### config.mk
export PLATFORM = sky130hd
export DESIGN_NAME = pcm_linear_resampler_top
export DESIGN_NICKNAME = d
export VERILOG_FILES = /design/src/rtl/core/pcmr_pkg.sv /design/src/rtl/core/pcm_linear_resampler_top.sv /design/src/rtl/core/pcmr_front.sv /design/src/rtl/core/pcmr_queue.sv /design/src/rtl/core/pcmr_div.sv /design/src/rtl/core/pcmr_back.sv
export VERILOG_INCLUDE_DIRS = /design/src /design/src/rtl/core
export SDC_FILE = /design/constraint.sdc
export NUM_CORES = 2
export LEC_CHECK = 0
export BUFFER_PORTS_ARGS = -buffer_cell sky130_fd_sc_hd__buf_4
export CELL_PAD_IN_SITES_DETAIL_PLACEMENT = 2
export CELL_PAD_IN_SITES_GLOBAL_PLACEMENT = 2
export CORE_AREA = 2 2 308 310
export CTS_CLUSTER_SIZE = 14
export DETAILED_ROUTE_END_ITERATION = 8
export DIE_AREA = 0 0 310 312
export GPL_ROUTABILITY_DRIVEN = 0
export HOLD_SLACK_MARGIN = 0.02
export PLACE_DENSITY_LB_ADDON = 0.05
export SYNTH_ARGS = -nofsm -noshare
export SYNTH_HDL_FRONTEND = slang
export SYNTH_SLANG_ARGS = --single-unit
export TNS_END_PERCENT = 100
### constraint.sdc
create_clock -name clk -period 9.9 [get_ports clk]
set_input_delay 1.485 -clock clk [delete_from_list [all_inputs] [get_ports clk]]
set_output_delay 1.485 -clock clk [all_outputs]
set_load 0.01 [all_outputs]
### src/rtl/core/pcm_linear_resampler_top_macros.svh
// Assertion helpers shared by the resampler RTL.
// Simulation builds get the checks; synthesis builds see empty bodies.
`ifndef PCM_LINEAR_RESAMPLER_TOP_MACROS_SVH
`define PCM_LINEAR_RESAMPLER_TOP_MACROS_SVH

`ifndef SYNTHESIS
// Property must hold at every clock edge outside reset.
`define PCMR_ASSERT(lbl, clk, rst_n, prop) \
	lbl: assert property (@(posedge clk) disable iff (!rst_n) (prop)) \
		else $error("pcmr assertion failed");
// Condition must never be seen at a clock edge outside reset.
`define PCMR_NEVER(lbl, clk, rst_n, cond) \
	lbl: assert property (@(posedge clk) disable iff (!rst_n) !(cond)) \
		else $error("pcmr forbidden condition seen");
`else
`define PCMR_ASSERT(lbl, clk, rst_n, prop)
`define PCMR_NEVER(lbl, clk, rst_n, cond)
`endif

`endif

### src/rtl/core/pcmr_pkg.sv
package pcmr_pkg;

	// Rates and limits.
	localparam int unsigned DEF_OUTPUT_RATE = 16000;
	localparam int unsigned RATE_MIN = 2000;
	localparam int unsigned RATE_MAX = 96000;
	localparam int unsigned RATE_RESET = 16000;
	localparam int unsigned MAX_RESULTS = 8;

	// Field widths.
	localparam int RATE_W = 17;
	localparam int BYTE_W = 8;
	localparam int SAMPLE_W = 16;
	// Quotient bits of the shared divider; covers any sample magnitude.
	localparam int QUO_W = 16;

	// Entries in the command queue between front and back.
	localparam int QUEUE_DEPTH = 2;

	// Input selector code.
	localparam logic FUNC_START = 1'b1;

	typedef enum logic {
		CMD_SAMPLE = 1'b0,
		CMD_START  = 1'b1
	} cmd_kind_t;

	// Command handed from the front to the back.
	typedef struct packed {
		cmd_kind_t             kind;
		logic [SAMPLE_W-1:0]   sample;
	} cmd_t;

endpackage

### src/rtl/core/pcm_linear_resampler_top.sv
// Linear-interpolation sample rate converter from a configurable source rate to
// OUTPUT_RATE (16 kHz by default). Input beats carry one byte of little-endian
// 16-bit mono PCM; s_tuser high marks a start beat that clears all stream state,
// and s_tlast is accepted but has no effect. A low byte is only held in the
// front. A completed sample is queued (two entries) and either stored, passed
// through, or expanded into one or more output beats; m_tlast marks the last
// beat produced by a sample. The back end takes a sample from the queue, sends
// a pass-through sample to the output register, and steps each interpolated
// output through multiply, load, the reciprocal-multiply divider by the output
// rate, and the output register. A sample holds the back end until all of its
// outputs, up to eight, are out; output stalls add to that and fill the queue,
// which then stalls input. Writing source_rate starts, once the back end is
// idle, a split of the rate into whole and fractional steps on the same
// divider; queued samples wait until it is done. Out-of-range rates saturate.
module pcm_linear_resampler_top #(
	parameter int unsigned OUTPUT_RATE = pcmr_pkg::DEF_OUTPUT_RATE
) (
	input  logic                          clk,
	input  logic                          arst_n,
	input  logic                          cfg_we,
	input  logic [pcmr_pkg::RATE_W-1:0]   cfg_wdata,     // source_rate
	input  logic                          s_tvalid,
	output logic                          s_tready,
	input  logic [pcmr_pkg::BYTE_W-1:0]   s_tdata,       // [7:0] pcm_byte
	input  logic                          s_tuser,       // [0] func
	input  logic                          s_tlast,       // frame_last
	output logic                          m_tvalid,
	input  logic                          m_tready,
	output logic [pcmr_pkg::SAMPLE_W-1:0] m_tdata,       // [15:0] out_sample
	output logic                          m_tlast        // run_last
);
	import pcmr_pkg::*;

	logic frm_unused;
	logic push;
	cmd_t push_cmd;
	logic q_full;
	logic pop;
	cmd_t q_head;
	logic q_empty;

	// Frame marks do not change the sample stream.
	assign frm_unused = s_tlast;

	pcmr_front u_front (
		.clk     (clk),
		.arst_n  (arst_n),
		.in_valid(s_tvalid),
		.in_ready(s_tready),
		.in_func (s_tuser),
		.in_byte (s_tdata),
		.push    (push),
		.push_cmd(push_cmd),
		.q_full  (q_full)
	);

	pcmr_queue u_queue (
		.clk     (clk),
		.arst_n  (arst_n),
		.push    (push),
		.push_cmd(push_cmd),
		.full    (q_full),
		.pop     (pop),
		.head    (q_head),
		.empty   (q_empty)
	);

	pcmr_back #(
		.OUTPUT_RATE(OUTPUT_RATE)
	) u_back (
		.clk       (clk),
		.arst_n    (arst_n),
		.cfg_we    (cfg_we),
		.cfg_wdata (cfg_wdata),
		.q_empty   (q_empty),
		.q_head    (q_head),
		.pop       (pop),
		.out_valid (m_tvalid),
		.out_ready (m_tready),
		.out_sample(m_tdata),
		.out_last  (m_tlast)
	);

endmodule

### src/rtl/core/pcmr_front.sv
module pcmr_front (
	input  logic                        clk,
	input  logic                        arst_n,
	input  logic                        in_valid,
	output logic                        in_ready,
	input  logic                        in_func,
	input  logic [pcmr_pkg::BYTE_W-1:0] in_byte,
	output logic                        push,
	output pcmr_pkg::cmd_t              push_cmd,
	input  logic                        q_full
);
	import pcmr_pkg::*;

	logic              accept;
	logic              is_start;
	logic [BYTE_W-1:0] low_q;
	logic              have_low_q;

	// Every beat can be taken while the queue has room for what it may produce.
	assign in_ready = !q_full;
	assign accept = in_valid && in_ready;
	assign is_start = (in_func == FUNC_START);

	// A start beat or the high byte of a sample produces a command.
	assign push = accept && (is_start || have_low_q);

	always_comb begin
		push_cmd.kind = is_start ? CMD_START : CMD_SAMPLE;
		push_cmd.sample = {in_byte, low_q};
	end

	// Byte pairing state; a start beat drops a pending low byte.
	always_ff @(posedge clk or negedge arst_n) begin
		if (!arst_n) begin
			have_low_q <= 1'b0;
			low_q <= '0;
		end else if (accept) begin
			if (is_start) begin
				have_low_q <= 1'b0;
			end else begin
				have_low_q <= !have_low_q;
				if (!have_low_q) begin
					low_q <= in_byte;
				end
			end
		end
	end

endmodule

### src/rtl/core/pcmr_queue.sv
`include "pcm_linear_resampler_top_macros.svh"

module pcmr_queue (
	input  logic           clk,
	input  logic           arst_n,
	input  logic           push,
	input  pcmr_pkg::cmd_t push_cmd,
	output logic           full,
	input  logic           pop,
	output pcmr_pkg::cmd_t head,
	output logic           empty
);
	import pcmr_pkg::*;

	localparam int PTR_W = (QUEUE_DEPTH > 1) ? $clog2(QUEUE_DEPTH) : 1;
	localparam int CNT_W = $clog2(QUEUE_DEPTH + 1);

	cmd_t             entry_q [QUEUE_DEPTH];
	logic [PTR_W-1:0] wr_ptr_q;
	logic [PTR_W-1:0] rd_ptr_q;
	logic [CNT_W-1:0] cnt_q;

	assign full = (cnt_q == CNT_W'(QUEUE_DEPTH));
	assign empty = (cnt_q == '0);
	assign head = entry_q[rd_ptr_q];

	// Pointers and fill count.
	always_ff @(posedge clk or negedge arst_n) begin
		if (!arst_n) begin
			wr_ptr_q <= '0;
			rd_ptr_q <= '0;
			cnt_q <= '0;
		end else begin
			if (push) begin
				wr_ptr_q <= (wr_ptr_q == PTR_W'(QUEUE_DEPTH - 1)) ? '0 : wr_ptr_q + 1'b1;
			end
			if (pop) begin
				rd_ptr_q <= (rd_ptr_q == PTR_W'(QUEUE_DEPTH - 1)) ? '0 : rd_ptr_q + 1'b1;
			end
			if (push && !pop) begin
				cnt_q <= cnt_q + 1'b1;
			end else if (pop && !push) begin
				cnt_q <= cnt_q - 1'b1;
			end
		end
	end

	// Entry storage.
	always_ff @(posedge clk) begin
		if (push) begin
			entry_q[wr_ptr_q] <= push_cmd;
		end
	end

	`PCMR_NEVER(a_pop_when_empty, clk, arst_n, pop && empty)
	`PCMR_NEVER(a_push_when_full, clk, arst_n, push && full && !pop)
	`PCMR_ASSERT(a_count_bound, clk, arst_n, cnt_q <= CNT_W'(QUEUE_DEPTH))

endmodule

### src/rtl/core/pcmr_div.sv
module pcmr_div #(
	parameter int unsigned OUTPUT_RATE = pcmr_pkg::DEF_OUTPUT_RATE
) (
	input  logic                                                clk,
	input  logic                                                arst_n,
	input  logic                                                start,
	input  logic [$clog2(OUTPUT_RATE+1)+pcmr_pkg::QUO_W-1:0]    dividend,
	output logic                                                done,
	output logic [pcmr_pkg::QUO_W-1:0]                          quotient,
	output logic [$clog2(OUTPUT_RATE+1)-1:0]                    remainder
);
	import pcmr_pkg::*;

	localparam int OR_W = $clog2(OUTPUT_RATE + 1);
	localparam int NUM_W = OR_W + QUO_W;
	// Rounded-up reciprocal scaled so that the quotient is exact for every dividend.
	localparam int SH = NUM_W + $clog2(OUTPUT_RATE);
	localparam int REC_W = NUM_W + 1;
	localparam int PRD_W = NUM_W + REC_W;
	localparam logic [63:0] RECIP_FULL =
		((64'd1 << SH) + 64'(OUTPUT_RATE) - 64'd1) / 64'(OUTPUT_RATE);
	localparam logic [REC_W-1:0] RECIP = RECIP_FULL[REC_W-1:0];

	logic [NUM_W-1:0] num_s1;
	logic [NUM_W-1:0] num_s2;
	logic [QUO_W-1:0] quo_s2;
	logic             vld_s1;
	logic             vld_s2;
	logic             done_q;
	logic [QUO_W-1:0] quo_q;
	logic [OR_W-1:0]  rem_q;
	logic [PRD_W-1:0] prod;
	logic [NUM_W-1:0] quo_x_rate;
	logic [NUM_W-1:0] rem_full;

	// Quotient by reciprocal multiplication, remainder by multiply and subtract.
	assign prod = PRD_W'(num_s1) * PRD_W'(RECIP);
	assign quo_x_rate = NUM_W'(quo_s2) * NUM_W'(OUTPUT_RATE);
	assign rem_full = num_s2 - quo_x_rate;

	assign done = done_q;
	assign quotient = quo_q;
	assign remainder = rem_q;

	// Stage valid flags; start moves through vld_s1 and vld_s2 to done.
	always_ff @(posedge clk or negedge arst_n) begin
		if (!arst_n) begin
			vld_s1 <= 1'b0;
			vld_s2 <= 1'b0;
			done_q <= 1'b0;
		end else begin
			vld_s1 <= start;
			vld_s2 <= vld_s1;
			done_q <= vld_s2;
		end
	end

	// Dividend, quotient and remainder pipeline.
	always_ff @(posedge clk) begin
		if (start) begin
			num_s1 <= dividend;
		end
		if (vld_s1) begin
			num_s2 <= num_s1;
			quo_s2 <= prod[SH +: QUO_W];
		end
		if (vld_s2) begin
			quo_q <= quo_s2;
			rem_q <= rem_full[OR_W-1:0];
		end
	end

endmodule

### src/rtl/core/pcmr_back.sv
`include "pcm_linear_resampler_top_macros.svh"

module pcmr_back #(
	parameter int unsigned OUTPUT_RATE = pcmr_pkg::DEF_OUTPUT_RATE
) (
	input  logic                          clk,
	input  logic                          arst_n,
	input  logic                          cfg_we,
	input  logic [pcmr_pkg::RATE_W-1:0]   cfg_wdata,
	input  logic                          q_empty,
	input  pcmr_pkg::cmd_t                q_head,
	output logic                          pop,
	output logic                          out_valid,
	input  logic                          out_ready,
	output logic [pcmr_pkg::SAMPLE_W-1:0] out_sample,
	output logic                          out_last
);
	import pcmr_pkg::*;

	localparam int PH_W = $clog2(OUTPUT_RATE);
	localparam int OR_W = $clog2(OUTPUT_RATE + 1);
	localparam int NUM_W = OR_W + QUO_W;
	localparam int unsigned ADV_MAX = (OUTPUT_RATE - 1 + RATE_MAX) / OUTPUT_RATE;
	localparam int ADV_W = $clog2(ADV_MAX + 1);
	localparam int SKIP_W = (ADV_MAX > 1) ? $clog2(ADV_MAX) : 1;
	localparam int unsigned NEED = (OUTPUT_RATE + MAX_RESULTS - 1) / MAX_RESULTS;
	localparam int unsigned RATE_LO = (NEED > RATE_MIN) ? NEED : RATE_MIN;
	localparam int unsigned RST_RATE = (RATE_RESET < RATE_LO) ? RATE_LO :
		((RATE_RESET > RATE_MAX) ? RATE_MAX : RATE_RESET);
	localparam int unsigned RST_INT = RST_RATE / OUTPUT_RATE;
	localparam int unsigned RST_FRAC = RST_RATE % OUTPUT_RATE;
	localparam int DIFF_W = SAMPLE_W + 1;
	localparam int PROD_W = DIFF_W + PH_W + 1;
	localparam int SUM_W = OR_W + QUO_W + 2;
	localparam logic signed [SUM_W-1:0] OR_S = SUM_W'(OUTPUT_RATE);

	typedef enum logic [5:0] {
		ST_IDLE = 6'b000001,
		ST_RDIV = 6'b000010,
		ST_MUL  = 6'b000100,
		ST_LOAD = 6'b001000,
		ST_DIV  = 6'b010000,
		ST_EMIT = 6'b100000
	} state_t;

	state_t                      state_q;
	logic [RATE_W-1:0]           rate_q;
	logic [RATE_W-1:0]           rate_clamped;
	logic                        cfg_pend_q;
	logic [ADV_W-1:0]            rate_int_q;
	logic [PH_W-1:0]             rate_frac_q;
	logic signed [SAMPLE_W-1:0]  prev_q;
	logic                        have_prev_q;
	logic [PH_W-1:0]             phase_q;
	logic [SKIP_W-1:0]           skip_q;
	logic signed [SAMPLE_W-1:0]  b_q;
	logic                        pass_q;
	logic                        neg_q;
	logic signed [PROD_W-1:0]    prod_s1;
	logic [SAMPLE_W-1:0]         res_q;
	logic                        out_valid_q;
	logic [SAMPLE_W-1:0]         out_sample_q;
	logic                        out_last_q;

	logic                        pass_thru;
	logic signed [DIFF_W-1:0]    diff;
	logic signed [PROD_W-1:0]    prod;
	logic signed [SUM_W-1:0]     num;
	logic [SUM_W-1:0]            mag;
	logic [PH_W:0]               ph_sum;
	logic                        ph_carry;
	logic [PH_W-1:0]             ph_next;
	logic [ADV_W-1:0]            adv;
	logic                        out_load;
	logic                        div_start;
	logic [NUM_W-1:0]            div_dividend;
	logic                        div_done;
	logic [QUO_W-1:0]            div_quo;
	logic [OR_W-1:0]             div_rem;

	// Saturate a written rate into the supported range.
	always_comb begin
		if (cfg_wdata < RATE_W'(RATE_LO)) begin
			rate_clamped = RATE_W'(RATE_LO);
		end else if (cfg_wdata > RATE_W'(RATE_MAX)) begin
			rate_clamped = RATE_W'(RATE_MAX);
		end else begin
			rate_clamped = cfg_wdata;
		end
	end

	// A sample goes straight out when rates match and nothing is in progress.
	assign pass_thru = (rate_q == RATE_W'(OUTPUT_RATE)) && (phase_q == '0) && (skip_q == '0);

	// Slope times phase; the left sample times the output rate is added next cycle.
	assign diff = DIFF_W'(b_q) - DIFF_W'(prev_q);
	assign prod = PROD_W'(diff) * PROD_W'($signed({1'b0, phase_q}));
	assign num = SUM_W'(prev_q) * OR_S + SUM_W'(prod_s1);
	assign mag = num[SUM_W-1] ? SUM_W'(-num) : SUM_W'(num);

	// Phase advance split into whole source steps and the fractional part.
	assign ph_sum = {1'b0, phase_q} + {1'b0, rate_frac_q};
	assign ph_carry = (ph_sum >= (PH_W + 1)'(OUTPUT_RATE));
	assign ph_next = ph_carry ? PH_W'(ph_sum - (PH_W + 1)'(OUTPUT_RATE)) : ph_sum[PH_W-1:0];
	assign adv = rate_int_q + ADV_W'(ph_carry);

	assign pop = (state_q == ST_IDLE) && !cfg_pend_q && !q_empty;
	assign out_load = (state_q == ST_EMIT) && (!out_valid_q || out_ready);

	// The divider serves both the rate split and the interpolation.
	assign div_start = ((state_q == ST_IDLE) && cfg_pend_q) || (state_q == ST_LOAD);
	assign div_dividend = (state_q == ST_LOAD) ? mag[NUM_W-1:0]
		: {{(NUM_W - RATE_W){1'b0}}, rate_q};

	pcmr_div #(
		.OUTPUT_RATE(OUTPUT_RATE)
	) u_div (
		.clk      (clk),
		.arst_n   (arst_n),
		.start    (div_start),
		.dividend (div_dividend),
		.done     (div_done),
		.quotient (div_quo),
		.remainder(div_rem)
	);

	assign out_valid = out_valid_q;
	assign out_sample = out_sample_q;
	assign out_last = out_last_q;

	// Sequencer, stream state and output register.
	always_ff @(posedge clk or negedge arst_n) begin
		if (!arst_n) begin
			state_q <= ST_IDLE;
			rate_q <= RATE_W'(RST_RATE);
			cfg_pend_q <= 1'b0;
			rate_int_q <= ADV_W'(RST_INT);
			rate_frac_q <= PH_W'(RST_FRAC);
			prev_q <= '0;
			have_prev_q <= 1'b0;
			phase_q <= '0;
			skip_q <= '0;
			b_q <= '0;
			pass_q <= 1'b0;
			neg_q <= 1'b0;
			prod_s1 <= '0;
			res_q <= '0;
			out_valid_q <= 1'b0;
			out_sample_q <= '0;
			out_last_q <= 1'b0;
		end else begin
			// A new rate is split once the sequencer is back in idle.
			if (cfg_we) begin
				rate_q <= rate_clamped;
				cfg_pend_q <= 1'b1;
			end else if ((state_q == ST_IDLE) && cfg_pend_q) begin
				cfg_pend_q <= 1'b0;
			end

			if (out_load) begin
				out_valid_q <= 1'b1;
				out_sample_q <= res_q;
				out_last_q <= pass_q || (adv != '0);
			end else if (out_ready) begin
				out_valid_q <= 1'b0;
			end

			case (state_q)
				ST_IDLE: begin
					if (cfg_pend_q) begin
						state_q <= ST_RDIV;
					end else if (!q_empty) begin
						if (q_head.kind == CMD_START) begin
							prev_q <= '0;
							have_prev_q <= 1'b0;
							phase_q <= '0;
							skip_q <= '0;
						end else if (!have_prev_q) begin
							if (pass_thru) begin
								res_q <= q_head.sample;
								pass_q <= 1'b1;
								state_q <= ST_EMIT;
							end else begin
								prev_q <= $signed(q_head.sample);
								have_prev_q <= 1'b1;
							end
						end else if (skip_q != '0) begin
							skip_q <= skip_q - 1'b1;
							prev_q <= $signed(q_head.sample);
						end else begin
							b_q <= $signed(q_head.sample);
							pass_q <= 1'b0;
							state_q <= ST_MUL;
						end
					end
				end
				ST_RDIV: begin
					if (div_done) begin
						rate_int_q <= ADV_W'(div_quo);
						rate_frac_q <= PH_W'(div_rem);
						state_q <= ST_IDLE;
					end
				end
				ST_MUL: begin
					prod_s1 <= prod;
					state_q <= ST_LOAD;
				end
				ST_LOAD: begin
					neg_q <= num[SUM_W-1];
					state_q <= ST_DIV;
				end
				ST_DIV: begin
					if (div_done) begin
						res_q <= neg_q ? SAMPLE_W'(-div_quo) : div_quo;
						state_q <= ST_EMIT;
					end
				end
				ST_EMIT: begin
					if (out_load) begin
						if (pass_q) begin
							state_q <= ST_IDLE;
						end else begin
							phase_q <= ph_next;
							if (adv != '0) begin
								skip_q <= SKIP_W'(adv - 1'b1);
								prev_q <= b_q;
								state_q <= ST_IDLE;
							end else begin
								state_q <= ST_MUL;
							end
						end
					end
				end
				default: begin
					state_q <= ST_IDLE;
				end
			endcase
		end
	end

	`PCMR_ASSERT(a_phase_range, clk, arst_n, {1'b0, phase_q} < (PH_W + 1)'(OUTPUT_RATE))
	`PCMR_ASSERT(a_skip_needs_prev, clk, arst_n, (skip_q != '0) |-> have_prev_q)
	`PCMR_ASSERT(a_div_done_state, clk, arst_n, div_done |-> (state_q == ST_DIV || state_q == ST_RDIV))

endmodule

==> qor.txt <==
status - complete, no violations
CTS HTree Levels - 2
NumNets Final - 5385
worst min-delay path startpoint - u_back.u_div.quo_s2[15]
post-synthesis register bit count - 299
DRT Pass-1 Iters - 5
max_cap viols - 0
total grt overflow - 0
first-pass GRT wire length - 201000 um
fin crit period - 9.17 ns
Clk pin slew, worst setup/hold paths - 0.06 ns
hold slack - 0.417 ns
reg-to-reg startpoint - u_back.prev_q[2]
max layer used - met4
Worst Setup Slack, final - 0.733 ns
Worst slew margin - 22.2%
Final Hold Fails - 0
share of cells above drive strength 1 - 6.05%
die area - 0.0967 mm2
crit path kind - register to register
critical path capture point type - register
Mapped Area - 0.0409 mm2
diode count - 0
starting density of the core - 44.0%
net count after synthesis - 5345
initial antenna violation count - 1
syn_area_per_cell - 9.87 um2
DPL Wire Length - 104000 um
die width - 310 um
Layout area overhead - 7.77%
routed wire length - 127000 um
achievable clock frequency - 109 MHz
top area cells in the synthesized netlist - fa_1, ha_1, dfrtp_1
clk buf depth - 3
yosys warns - 0
core area - 0.0930 mm2
arrival time worst endpoint - 9.55 ns
fin. max-slew vios - 0
ANT nets after route - 0
Worst Max-Slew Pin Slew - 1.17 ns
met2 wire length - 67500 um
sequential area share after synthesis - 19.8%
CP required - 10.29 ns
row cnt - 112
clock buffer count from CTS - 34
GR Util All Layers - 27.1%
Die Height - 312 um
Yosys top cell by area - fa_1
async set-reset flop share out of synthesis - 58.5%
multi-input logic area - 0.0289 mm2
Port Buffer Count - 49
CP Launch Type - register
Starting DRT DRC Count - 1236
Clock Skews - 0.0188 ns
Crit. Startpoint - u_back.prev_q[2]
Root Driver - clkbuf_16
WL met3 - 1850 um
Syn Inst Count - 4148
worst hold path class - register to register
vias in the first global route - 34925
routed length per instance - 23.1 um
slowest library cell on the worst path - fa_1
setup_tns - 0 ns
largest net degree at the start of global routing - 72
Vias - 29411
pre-CTS WS - 0.423 ns
CP peak stage delay - 0.59 ns
main flop type after synthesis - dfrtp_1
via/cell ratio - 5.38
Worst-Skew Late Latency - 0.56 ns
io pins - 51
top-area cell type share of the netlist area - 28.0%
CTS tree - yes
Sink Count - 299
Post-synth EDFFs - 124
post-layout util - 47.4%
Setup Buffers After CTS - 0
Fillers - 9985
Tcrit/Tclk final - 92.6%
register area - 0.00811 mm2
Synth cell types - 84
DRC Markers - 0
RSZ-0062 raised after global routing - no
WL met1 - 53300 um
final setup fails - 0
CP max FO - 7
-- cell type report --
cell class / count / area share, %
Clock inverter: 22 / 0.550
Clock buffer: 40 / 2.07
Multi-Input combinational cell: 2804 / 65.6
Timing Repair Buffer: 107 / 1.84
Sequential cell: 299 / 18.4
Inverter: 942 / 8.02
Tap cell: 1254 / 3.56
-- path summary, 6_finish.rpt --
| check | depth (start not counted) | slack, ns | to |
|---|---|---|---|
| setup / recovery | 33 | 0.73 | u_back.prod_s1[28] |
| hold / removal | 0 | 0.42 | u_back.u_div.quotient[15] |
| setup reg to reg | 33 | 0.73 | u_back.prod_s1[28] |
| hold reg to reg | 0 | 0.42 | u_back.u_div.quotient[15] |
| max in group asynchronous | 2 | 7.65 | u_back.skip_q[2] |
| min in group asynchronous | 1 | 0.90 | u_back.prod_s1[14] |
-- cell families after synthesis --
| group | Yosys count | synth area share (%) |
|---|---|---|
| fa+ha+maj | 1165 | 46.1 |
| buf+inv | 1045 | 9.65 |
| simple gates | 804 | 9.84 |
| compound gates | 603 | 9.22 |
| flops | 299 | 19.8 |
| xor+xnor | 161 | 3.46 |
| mux | 71 | 1.88 |
-- through the flow --
step	area, um2	cells
after floorplan	40900	4148
after global placement	42900	5406
after detailed placement	42900	5406
after CTS	44100	5468
after global routing	44100	5468
final	44100	5468
-- state kept, by name, indices dropped and copies added, names as in the netlist, 17 cells and up --
signal and cells:
u_back.prod_s1 32, u_back.rate_q 17, u_back.u_div.num_s1 30, u_queue.entry_q 34
-- synth_stat cells (25+ instances only) --
cell      number
nand3_1       32
mux2_2        48
xnor2_1      101
edfxtp_1     124
o21ai_0      152
o21a_1        25
nor3_1        61
nand2_1      279
inv_1        942
dfrtp_1      167
a21o_1        81
clkbuf_1      98
nor2b_1       34
xor2_1        59
and2_1       116
fa_1         573
a21oi_1      172
nor2_1       134
ha_1         592
-- placed cells by master (no fill, tap or decap), types with 34 or more instances in the layout --
cell	netlist	routed
buf_4	0	106
o21ai_0	152	152
fa_1	573	572
mux2_2	48	48
nor2b_1	34	34
dfrtp_1	167	166
edfxtp_1	124	124
nor2_1	134	133
a21oi_1	172	171
nand2_1	279	279
clkbuf_16	0	35
nor3_1	61	59
xnor2_1	101	97
inv_1	942	942
a21o_1	81	81
and2_1	116	116
xor2_1	59	58
ha_1	592	592
-- repair_timing --
action | in CTS | in global routing
gates resized for setup | 0 | 3
hold buffers | 0 | 0
setup endpoints to repair | 0 | 5
-- metal layers --
| layer | GRT usage [%] | vias to the layer above |
|---|---|---|
| li1 | - | 13415 |
| met1 | 33.3 | 15524 |
| met2 | 50.8 | 301 |
| met3 | 1.51 | 171 |
| met4 | 7.84 | 0 |
| met5 | 0 | - |
-- critical path, delay by kind of cell (launching register included) --
kind | cells | cell delay (ns)
fa+ha+maj | 8 | 3.69
compound gates | 12 | 3.00
buf+inv | 6 | 0.62
simple gates | 6 | 1.03
xor+xnor | 1 | 0.18
flops | 1 | 0.48
Power is left out: the tool's default activity adds up to more than one toggle a clock period on the data nets, which glitch-free logic cannot reach.
